[config.mk]
export PLATFORM = sky130hd
export DESIGN_NAME = kmp_string_matcher
export DESIGN_NICKNAME = d
export VERILOG_FILES = /design/src/rtl/kmp_pkg.sv /design/src/rtl/kmp_cell.sv /design/src/rtl/kmp_string_matcher.sv
export SDC_FILE = /design/constraint.sdc
export NUM_CORES = 1
export LEC_CHECK = 0
export BUFFER_PORTS_ARGS = -buffer_cell sky130_fd_sc_hd__buf_4
export CORE_UTILIZATION = 50
export CTS_CLUSTER_DIAMETER = 60
export DETAILED_ROUTE_END_ITERATION = 8
export PLACE_DENSITY = 0.72
export SLEW_MARGIN = 20
export SYNTH_ARGS = -nofsm -noshare
export SYNTH_HDL_FRONTEND = slang
export SYNTH_HIERARCHICAL = 1
export SYNTH_SLANG_ARGS = --single-unit
[constraint.sdc]
create_clock -name clock -period 4.4 [get_ports clock]
set_input_delay 0.22 -clock clock [delete_from_list [all_inputs] [get_ports clock]]
set_output_delay 0.22 -clock clock [all_outputs]
set_load 0.01 [all_outputs]
[src/rtl/kmp_pkg.sv]
// kmp_pkg: shared constants and types for the string matcher.
// Holds operation and result codes, reset values and the cell control struct.
// No dependencies.
`default_nettype none

package kmp_pkg;

   // Operation codes of an input item
   localparam logic [1:0] OP_CLEAR  = 2'd0;
   localparam logic [1:0] OP_APPEND = 2'd1;
   localparam logic [1:0] OP_TEXT   = 2'd2;

   // Result kinds
   localparam logic KIND_MATCH = 1'b0;
   localparam logic KIND_DONE  = 1'b1;

   // Defaults and limits
   localparam int          MAX_PATTERN_DEFAULT = 16;
   localparam logic [15:0] MAX_REPORTED_RESET  = 16'hFFFF;
   localparam logic [31:0] SAT32               = 32'hFFFF_FFFF;

   // Control broadcast from the top level to every cell
   typedef struct packed {
      logic       append;      // write the pattern byte at the current length
      logic       step;        // advance all cells by one text byte
      logic       clear;       // drop all partial matches
      logic [7:0] byte_value;  // pattern or text character
   } cell_ctrl_type;

endpackage

`default_nettype wire

[src/rtl/kmp_cell.sv]
// kmp_cell: one position of the pattern in the matching chain.
// Holds one pattern byte and a flag telling that the text seen so far ends in
// the pattern prefix through this position. Depends on kmp_pkg.
`default_nettype none

module kmp_cell #(
   parameter int MAX_PATTERN = kmp_pkg::MAX_PATTERN_DEFAULT,
   parameter int CELL_INDEX  = 0,
   localparam int LEN_W      = $clog2(MAX_PATTERN + 1)
) (
   input  wire logic                  clock,
   input  wire logic                  reset,
   input  wire kmp_pkg::cell_ctrl_type ctrl,
   input  wire logic [LEN_W-1:0]      pattern_length,
   input  wire logic                  prev_active,   // flag of the left neighbor
   output logic                       active,        // flag handed to the right
   output logic                       hit            // full pattern ends here
);

   localparam logic [LEN_W-1:0] CellIndex = LEN_W'(CELL_INDEX);
   localparam logic [LEN_W-1:0] CellCount = LEN_W'(CELL_INDEX + 1);

   logic [7:0] pattern_byte_ff;
   logic       active_ff;
   logic       active_in;
   logic       in_use;
   logic       extend;

   // Cell takes part only while it lies inside the pattern
   assign in_use = (CellIndex < pattern_length);

   // Prefix through this cell extends when the left one matched and chars agree
   assign extend = ctrl.step && in_use && prev_active &&
                   (pattern_byte_ff == ctrl.byte_value);

   assign hit = extend && (pattern_length == CellCount);

   always_comb begin
      active_in = active_ff;
      if (ctrl.clear) begin
         active_in = 1'b0;
      end else if (ctrl.step) begin
         active_in = extend;
      end
   end

   // Match flag
   always_ff @(posedge clock) begin
      if (reset) begin
         active_ff <= 1'b0;
      end else begin
         active_ff <= active_in;
      end
   end

   // Pattern byte, written once when appended at this position
   always_ff @(posedge clock) begin
      if (ctrl.append && (pattern_length == CellIndex)) begin
         pattern_byte_ff <= ctrl.byte_value;
      end
   end

   assign active = active_ff;

endmodule

`default_nettype wire

[src/rtl/kmp_string_matcher.sv]
// kmp_string_matcher: top level of the pattern search block.
// Instantiates a row of kmp_cell, holds text counters and the result register.
// Depends on kmp_pkg and kmp_cell.
//
// Usage:
//  - req_* carries items: clear pattern, append a pattern byte, or a text byte.
//    A transfer happens when req_valid is high and req_stall is low.
//  - rsp_* returns match results (start index, running count) and a done
//    result with the total on the byte marked req_last_of_text.
//  - csr_* writes max_reported (csr_ready is always high); write only while idle.
//  - Every text byte advances all cells of the chain together, so the
//    search state is ready for the next byte in the following cycle.
//  - Results appear in rsp_* the cycle after the causing transfer. A two-entry
//    result register drains one result per cycle while rsp_stall is low; items
//    with at most one result then flow at one per cycle; one with two stalls input.
//  - While the receiver stalls, the pending result holds and req_stall stays
//    high until the last pending result is being transferred.
//  - Reset (synchronous, active high) empties the pattern, clears the text
//    counters, drops pending results and sets max_reported to 65535.
`default_nettype none

module kmp_string_matcher #(
   parameter int MAX_PATTERN = kmp_pkg::MAX_PATTERN_DEFAULT
) (
   input  wire logic        clock,
   input  wire logic        reset,
   // input items
   input  wire logic        req_valid,
   output logic             req_stall,
   input  wire logic [1:0]  req_operation,
   input  wire logic [7:0]  req_byte_value,
   input  wire logic        req_last_of_text,
   // results
   output logic             rsp_valid,
   input  wire logic        rsp_stall,
   output logic             rsp_kind,
   output logic [31:0]      rsp_match_start,
   output logic [31:0]      rsp_match_total,
   output logic             rsp_last_result,
   // configuration
   input  wire logic        csr_valid,
   output logic             csr_ready,
   input  wire logic [15:0] csr_max_reported
);

   localparam int LEN_W = $clog2(MAX_PATTERN + 1);

   logic [LEN_W-1:0]       pattern_length_ff, pattern_length_in;
   logic [31:0]            text_position_ff,  text_position_in;
   logic [31:0]            match_counter_ff,  match_counter_in;
   logic [15:0]            max_reported_ff;
   logic                   match_pend_ff, match_pend_in;
   logic                   done_pend_ff,  done_pend_in;
   logic                   done_last_ff,  done_last_in;
   logic [31:0]            match_start_ff, match_start_in;
   logic [31:0]            total_ff,       total_in;

   kmp_pkg::cell_ctrl_type cell_ctrl;
   logic [MAX_PATTERN:0]   chain;
   logic [MAX_PATTERN-1:0] hit_vec;
   logic                   hit;
   logic                   rsp_take, req_take;
   logic                   match_left, done_left;
   logic                   is_clear, is_append, is_text;
   logic [31:0]            count_next;
   logic [31:0]            len_minus1;

   // Handshakes
   assign rsp_valid  = match_pend_ff || done_pend_ff;
   assign rsp_take   = rsp_valid && !rsp_stall;
   assign match_left = match_pend_ff && !rsp_take;
   assign done_left  = done_pend_ff && !(rsp_take && !match_pend_ff);
   assign req_stall  = match_left || done_left;
   assign req_take   = req_valid && !req_stall;
   assign csr_ready  = 1'b1;

   // Operation decode
   assign is_clear  = req_take && (req_operation == kmp_pkg::OP_CLEAR);
   assign is_append = req_take && (req_operation == kmp_pkg::OP_APPEND);
   assign is_text   = req_take && (req_operation == kmp_pkg::OP_TEXT);

   assign cell_ctrl.append     = is_append;
   assign cell_ctrl.step       = is_text;
   assign cell_ctrl.clear      = is_clear || is_append || (is_text && req_last_of_text);
   assign cell_ctrl.byte_value = req_byte_value;

   // Chain of cells; the leftmost always sees an empty prefix as matched
   assign chain[0] = 1'b1;

   for (genvar i = 0; i < MAX_PATTERN; i++) begin : g_cell
      kmp_cell #(
         .MAX_PATTERN (MAX_PATTERN),
         .CELL_INDEX  (i)
      ) u_cell (
         .clock          (clock),
         .reset          (reset),
         .ctrl           (cell_ctrl),
         .pattern_length (pattern_length_ff),
         .prev_active    (chain[i]),
         .active         (chain[i+1]),
         .hit            (hit_vec[i])
      );
   end

   assign hit = |hit_vec;

   // Count and start index of a match
   assign count_next = (hit && (match_counter_ff != kmp_pkg::SAT32)) ?
                       match_counter_ff + 32'd1 : match_counter_ff;
   assign len_minus1 = 32'(pattern_length_ff) - 32'd1;

   // Next state of pattern, text counters and result register
   always_comb begin
      pattern_length_in = pattern_length_ff;
      text_position_in  = text_position_ff;
      match_counter_in  = match_counter_ff;
      match_pend_in     = match_left;
      done_pend_in      = done_left;
      done_last_in      = done_last_ff;
      match_start_in    = match_start_ff;
      total_in          = total_ff;

      if (is_clear) begin
         pattern_length_in = '0;
         text_position_in  = '0;
         match_counter_in  = '0;
      end else if (is_append) begin
         if (pattern_length_ff < LEN_W'(MAX_PATTERN)) begin
            pattern_length_in = pattern_length_ff + LEN_W'(1);
         end
         text_position_in = '0;
         match_counter_in = '0;
      end else if (is_text) begin
         match_pend_in  = hit && (match_counter_ff < {16'd0, max_reported_ff});
         done_pend_in   = req_last_of_text;
         done_last_in   = req_last_of_text;
         total_in       = count_next;
         match_start_in = (text_position_ff >= len_minus1) ?
                          text_position_ff - len_minus1 : 32'd0;
         if (req_last_of_text) begin
            text_position_in = '0;
            match_counter_in = '0;
         end else begin
            match_counter_in = count_next;
            if (text_position_ff != kmp_pkg::SAT32) begin
               text_position_in = text_position_ff + 32'd1;
            end
         end
      end
   end

   // Control state
   always_ff @(posedge clock) begin
      if (reset) begin
         pattern_length_ff <= '0;
         text_position_ff  <= '0;
         match_counter_ff  <= '0;
         match_pend_ff     <= 1'b0;
         done_pend_ff      <= 1'b0;
         max_reported_ff   <= kmp_pkg::MAX_REPORTED_RESET;
      end else begin
         pattern_length_ff <= pattern_length_in;
         text_position_ff  <= text_position_in;
         match_counter_ff  <= match_counter_in;
         match_pend_ff     <= match_pend_in;
         done_pend_ff      <= done_pend_in;
         if (csr_valid && csr_ready) begin
            max_reported_ff <= csr_max_reported;
         end
      end
   end

   // Result payload
   always_ff @(posedge clock) begin
      done_last_ff   <= done_last_in;
      match_start_ff <= match_start_in;
      total_ff       <= total_in;
   end

   // Match slot goes out first, then the done slot
   assign rsp_kind        = match_pend_ff ? kmp_pkg::KIND_MATCH : kmp_pkg::KIND_DONE;
   assign rsp_match_start = match_pend_ff ? match_start_ff : 32'd0;
   assign rsp_match_total = total_ff;
   assign rsp_last_result = match_pend_ff ? !done_last_ff : 1'b1;

endmodule

`default_nettype wire

# Word-level counts from Yosys, hierarchy flattened

Cells that the tools add are included.

Logic and storage cells: 225
Bits of input ports: 32
Output and inout bits: 69
Register bits after elaboration: 295

Multiplexer cells: 13
Reductions and logical operators: 110
Bitwise gates (word level): 2
Equal/unequal tests: 36
$lt $le $gt $ge: 19
$add $sub $neg: 5

Operator list:

| kind                                                                   | number |
|---|---|
| 32-bit two-way mux                                                     | 5 |
| 8-bit equality test                                                    | 16 |
| 1-bit logical AND                                                      | 90 |
| 32-bit by 1-bit adder with 32-bit output (second input constant)       | 2 |
| 32-bit inequality test (second input constant)                         | 2 |
| 5-bit by 4-bit equality test with 1-bit output (second input constant) | 8 |
| 4-bit by 5-bit < comparator with 1-bit output (first input constant)   | 8 |
| 32-bit greater-or-equal comparator                                     | 1 |
| 32-bit by 16-bit < comparator with 1-bit output                        | 1 |
| 32-bit subtractor                                                      | 1 |
| 5-bit by 3-bit equality test with 1-bit output (second input constant) | 4 |
| 3-bit by 5-bit < comparator with 1-bit output (first input constant)   | 4 |
| 16-bit OR reduction                                                    | 1 |
| 5-bit by 2-bit equality test with 1-bit output (second input constant) | 2 |
| 1-bit by 5-bit < comparator with 1-bit output (first input constant)   | 2 |
| 2-bit by 5-bit < comparator with 1-bit output (first input constant)   | 2 |
| 1-bit two-way mux                                                      | 8 |
| 1-bit zero test                                                        | 6 |
| 5-bit by 1-bit subtractor with 6-bit output (second input constant)    | 1 |
| 5-bit by 1-bit adder with 5-bit output (second input constant)         | 1 |
| 5-bit by 1-bit equality test with 1-bit output (second input constant) | 1 |
| 5-bit equality test (second input constant)                            | 1 |
| 5-bit zero test                                                        | 1 |
| 5-bit < comparator (second input constant)                             | 1 |
| other kinds (10)                                                       | 16 |

# Longest topological paths before layout

Depth after elaboration: 18
Mapped depth: 18
Gate-level depth less buffers: 16

# Cells and area by module

The synthesis kept the hierarchy.

Modules (own cells, without submodules):

| module                       | area an instance (um^2) | seq. area each (um^2) | cells an instance | times used |
|---|---|---|---|---|
| kmp_string_matcher           | 9047.4                  | 3693.5                | 1017              | 1 |
| kmp_cell (g_cell[5].u_cell)  | 452.9                   | 260.2                 | 30                | 1 |
| kmp_cell (g_cell[6].u_cell)  | 430.4                   | 260.2                 | 31                | 1 |
| kmp_cell (g_cell[13].u_cell) | 429.2                   | 260.2                 | 29                | 1 |
| kmp_cell (g_cell[10].u_cell) | 421.7                   | 260.2                 | 30                | 1 |
| kmp_cell (g_cell[14].u_cell) | 416.6                   | 260.2                 | 29                | 1 |
| kmp_cell (g_cell[12].u_cell) | 412.9                   | 260.2                 | 29                | 1 |
| kmp_cell (g_cell[3].u_cell)  | 412.9                   | 260.2                 | 27                | 1 |
| kmp_cell (g_cell[9].u_cell)  | 411.6                   | 260.2                 | 28                | 1 |
| kmp_cell (g_cell[11].u_cell) | 410.4                   | 260.2                 | 29                | 1 |
| kmp_cell (g_cell[1].u_cell)  | 409.1                   | 260.2                 | 27                | 1 |
| kmp_cell (g_cell[4].u_cell)  | 409.1                   | 260.2                 | 30                | 1 |
| kmp_cell (g_cell[8].u_cell)  | 405.4                   | 260.2                 | 28                | 1 |
| kmp_cell (g_cell[2].u_cell)  | 404.1                   | 260.2                 | 28                | 1 |
| 3 more rows                  | --                      | --                    | --                | -- |

# Worst setup path before layout

OpenSTA, ideal clock, no wires.

Path type: register to register
From: register pattern_length_ff[4]
To: register match_start_ff[30] (data pin)
Data arrival time: 4.089 ns
Path buffers: 1
Data required time: 4.243 ns
Period minus slack after synthesis: 4.246 ns
Stages on the path, launching flop included: 13
Setup slack: 0.154 ns
Setup time: 0.157 ns
Cells stage by stage: dfxtp_1 clkbuf_1 nor2_1 nand2_1 ha_1 and3_1 a221oi_1 o221ai_1 a21oi_1 o41ai_2 a31oi_1 mux2_2 nor3_1

Longest elaborated chain between the ends: 2
Elaborated cells on any way between the ends: 3
Those cells by class: 2 x add/sub; 1 x order compare

Ends and longest elaborated chain:

| what                                                                    | line                                                 | text |
|---|---|---|
| start, declared                                                         | kmp_string_matcher.sv:48                             | `logic [LEN_W-1:0] pattern_length_ff, pattern_length_in;` |
| start signal, assigned                                                  | kmp_string_matcher.sv:162                            | `pattern_length_ff <= pattern_length_in;` |
| 5-bit by 1-bit subtractor with 6-bit output (*)                         | kmp_string_matcher.sv:110                            | `assign len_minus1 = 32'(pattern_length_ff) - 32'd1;` |
| 32-bit subtractor or 32-bit greater-or-equal comparator (tied branches) | kmp_string_matcher.sv:139, kmp_string_matcher.sv:138 |  |
| end signal, assigned                                                    | kmp_string_matcher.sv:176                            | `match_start_ff <= match_start_in;` |
| end, declared                                                           | kmp_string_matcher.sv:55                             | `logic [31:0] match_start_ff, match_start_in;` |

Every way passes the cells marked *; elsewhere a longest branch is shown, timed or not.
A chain may end at the register's enable or synchronous reset.

# Final worst setup path

From: input rsp_stall
To: register match_counter_ff[21]

Longest elaborated chain between the ends: 17
Elaborated cells on any way between the ends: 81
Those cells by class: 2 x mux; 79 x reduce/logical

Ends and longest elaborated chain:

| what                                | line                      | text |
|---|---|---|
| start, declared                     | kmp_string_matcher.sv:35  | `input wire logic rsp_stall,` |
| 1-bit zero test (*)                 | kmp_string_matcher.sv:70  | `assign rsp_take = rsp_valid && !rsp_stall;` |
| 1-bit logical AND (*)               | kmp_string_matcher.sv:70  |  |
| 1-bit logical AND                   | kmp_string_matcher.sv:72  | `assign done_left = done_pend_ff && !(rsp_take && !match_pend_ff);` |
| 1-bit zero test                     | kmp_string_matcher.sv:72  |  |
| 1-bit logical AND                   | kmp_string_matcher.sv:72  |  |
| 1-bit logical OR (*)                | kmp_string_matcher.sv:73  | `assign req_stall = match_left \|\| done_left;` |
| 1-bit zero test (*)                 | kmp_string_matcher.sv:74  | `assign req_take = req_valid && !req_stall;` |
| 1-bit logical AND (*)               | kmp_string_matcher.sv:74  |  |
| 1-bit logical AND (*)               | kmp_string_matcher.sv:80  | `assign is_text = req_take && (req_operation == kmp_pkg::OP_TEXT);` |
| 1-bit logical AND (*) (3 in series) | kmp_cell.sv:33            | `assign extend = ctrl.step && in_use && prev_active &&` |
| 1-bit logical AND (*)               | kmp_cell.sv:36            | `assign hit = extend && (pattern_length == CellCount);` |
| named net hit_vec[2]                | kmp_string_matcher.sv:60  | `logic [MAX_PATTERN-1:0] hit_vec;` |
| 16-bit OR reduction (*)             | kmp_string_matcher.sv:105 | `assign hit = \|hit_vec;` |
| 1-bit logical AND (*)               | kmp_string_matcher.sv:108 | `assign count_next = (hit && (match_counter_ff != kmp_pkg::SAT32)) ?` |
| 32-bit two-way mux (*)              | kmp_string_matcher.sv:108 |  |
| 32-bit two-way mux (*)              | kmp_string_matcher.sv:140 | `if (req_last_of_text) begin` |
| end signal, assigned                | kmp_string_matcher.sv:164 | `match_counter_ff <= match_counter_in;` |
| end, declared                       | kmp_string_matcher.sv:50  | `logic [31:0] match_counter_ff, match_counter_in;` |

Mark *: on every way through the listed nets, which the timed path passes. The rest lies on a longest branch.

==> impl_metrics.toml <==
[worst_setup_path]
cpMostUsedCell = "buf_4"
r2r_slack_ns = 0.37
critPathLaunchType = "primary input"
path_buf_inv = 4
cp_top_family = "simple AND/OR/NAND/NOR gates"
crit_chain = "dlygate4sd3_1 -> buf_4 -> maj3_2 -> nand2b_4 -> or3b_1 -> clkinv_2 -> buf_4 -> nand3_1 -> a2111o_1 -> nor2_1 -> nor4_1 -> nand4_1 -> and3_1 -> o211ai_2 -> nor3_2 -> nand2_1 -> or3_1 -> a21oi_1"
crit_type = "primary input to register"
cp.arrival_ns = 4.54
rr_endpoint = "match_counter_ff[21]"
worstReg2RegStart = "done_pend_ff"
worst-r2r-cell-count = 16
cp_max_fo = 21
end_kind = "register"
slowest_delay_ns = 0.55
cp_slowest_cell = "dlygate4sd3_1"
critPathRequiredTime_ns = 4.84

[placement]
io_buffers = 99
dpl.hpwl_mm = 22.9
routabilityCongestion = 0.884
placed_cell_area_sq_um = 16900

[die]
die-area_sq_um = 32000
dieHeight_um = 179
die_w_um = 179
start_util_pct = 51.0
ios = 101
rows = 64
coreArea_sq_um = 30700

[pwr]
intPower_w = 0.00462
powerDensity_nw_per_um2 = 327
switching_power_w = 0.00132
combPwrFrac_pct = 5.9
power.leakage_nw = 6.67
clockPowerShare_pct = 44.1
ir_drop_v = 0.000376
p_sw_share_pct = 22.2
report.power.total_w = 0.00594
p_seq_share_pct = 50.0

[routing]
drc = 0
drt_wl_total_mm = 34.0
vias_per_cell = 5.67
num_vias = 11538
first_iter_violations = 815
post_drt_wl_per_cell_um = 16.7
ant_nets = 0
drtPass1Iterations = 5

[clock_tree]
htree_num_levels = 2
clk_transition_reported_paths_ns = 0.06
clockBufferDepth = 3
tritoncts = "built"
clk_latency_ns = 0.51
cts_buffers = 34
cts_root_buf = "clkbuf_16"
cts.sinks = 295

[sta]
skew_ns = 0.0117
max_freq_mhz = 244
finalCritPeriodShare_pct = 93.3
setup-tns-final_ns = 0
tightest_slew_ns = 1.04
hold_slack_ns = 0.0366
timing.slew.headroom_pct = 30.3
rsz0062_at_grt = "false"
hold_violations = 0
period_needed_ns = 4.10
slew_violations = 0
setup_viol = 0

[min_path]
hold_path_end = "pattern_length_ff[4]"
hp-class = "primary input to register"
hold_depth = 3
min_from = "req_operation[1]"

[global_route]
grt_pass1_vias = 10703
grt_use_total_pct = 21.5
grt_max_degree = 43
grt_pass1_wl_mm = 55.1
antenna_found_initial = 0
grt-ovfl-total = 0

[synth]
ys_warn_count = 6
post_synth_inst_count = 1472
netlist_area_sq_um = 15600
post_synth.cell_area_avg_sq_um = 10.6

[final_layout]
fin_util_pct = 59.3
diodes = 0
n_fill_cell = 2549
drive_above_1_share_pct = 14.9
finish.instance_area_sq_um = 18200
syn_to_final_growth_pct = 16.2
nets = 1702

[outcome]
status = "finished clean"

[flow_run]
maxCapViolations = 0
-- area by class of cell --
class / instances / area [sq um] / share of cell area [%]
clock buffers: 40 / 905 / 4.98
flip-flops and latches: 295 / 7840 / 43.1
well taps: 396 / 495 / 2.73
repair buffers: 149 / 1160 / 6.39
clock inverters: 18 / 129 / 0.709
multi-input cells: 1092 / 7480 / 41.1
inverters: 46 / 174 / 0.957
-- what timing repair did --
| action | 4_1_cts | 5_1_grt |
|---|---|---|
| setup endpoints to repair | 0 | 12 |
| hold endpoints to repair | 17 | 0 |
| gates resized for setup | 0 | 2 |
| hold buffers | 17 | 0 |
| buffers inserted | 0 | 3 |
-- through the flow --
stage / instances / worst slack [ns]
after floorplan: 1473 / 0.154
after global placement: 1958 / 0.363
after detailed placement: 1958 / 0.243
after CTS: 2033 / 0.186
after global routing: 2036 / 0.00607
final: 2036 / 0.295
-- routing by layer --
metal  global-route usage (%)  up-vias  share of wire [%]  wire (um)
li1                         -     5690                  -          -
met1                     29.6     5464                 46      15600
met2                     35.1      329                 47      15900
met3                     3.01       55                5.3       1800
met4                     6.57        0                2.1        720
met5                        0        -                  0          0
-- placed cells by master, fill, tap and decap left out, drive strengths merged, types with 51 or more instances in the layout --
cell    instances
o21ai          59
nand3          55
a21oi          65
dfxtp         102
nand2         115
ha             51
nor2          120
edfxtp        193
buf           132
xor2           84
xnor2         127
-- power groups by stage --
stage	combinational (W)	sequential, W	clock [W]
2_1_floorplan	0.000184	0.00304	0
3_3_place_gp	0.000328	0.00303	0
3_5_place_dp	0.000333	0.00303	0
4_1_cts	0.000347	0.00297	0.00267
5_1_grt	0.000382	0.00297	0.00277
6_report	0.000347	0.00297	0.00262
-- sequential cells by signal, indices dropped and copies added (netlist names) --
name	flops
g_cell.u_cell/active	15
text_position_ff	32
g_cell.u_cell/pattern_byte_ff	128
pattern_length_ff	5
done_pend_ff	1
rsp_match_total	32
done_last_ff	1
match_start_ff	32
max_reported_ff	16
match_pend_ff	1
match_counter_ff	32
-- tightest hold or removal path, stage by stage --
cell    delay (ns)
buf_4         0.11
nor3_1        0.06
nor3_1        0.11
-- worst max path at each step --
stage | startpoint | end | cells after the start
6_report | rsp_stall | match_counter_ff[21] | 18
5_1_grt | rsp_stall | match_counter_ff[21] | 18
4_1_cts | rsp_stall | match_counter_ff[8] | 18
3_5_place_dp | rsp_stall | match_counter_ff[8] | 16
3_3_place_gp | rsp_stall | match_counter_ff[24] | 16
2_1_floorplan | pattern_length_ff[4] | match_start_ff[30] | 12
No activity file was read; power rests on OpenSTA's default activity.
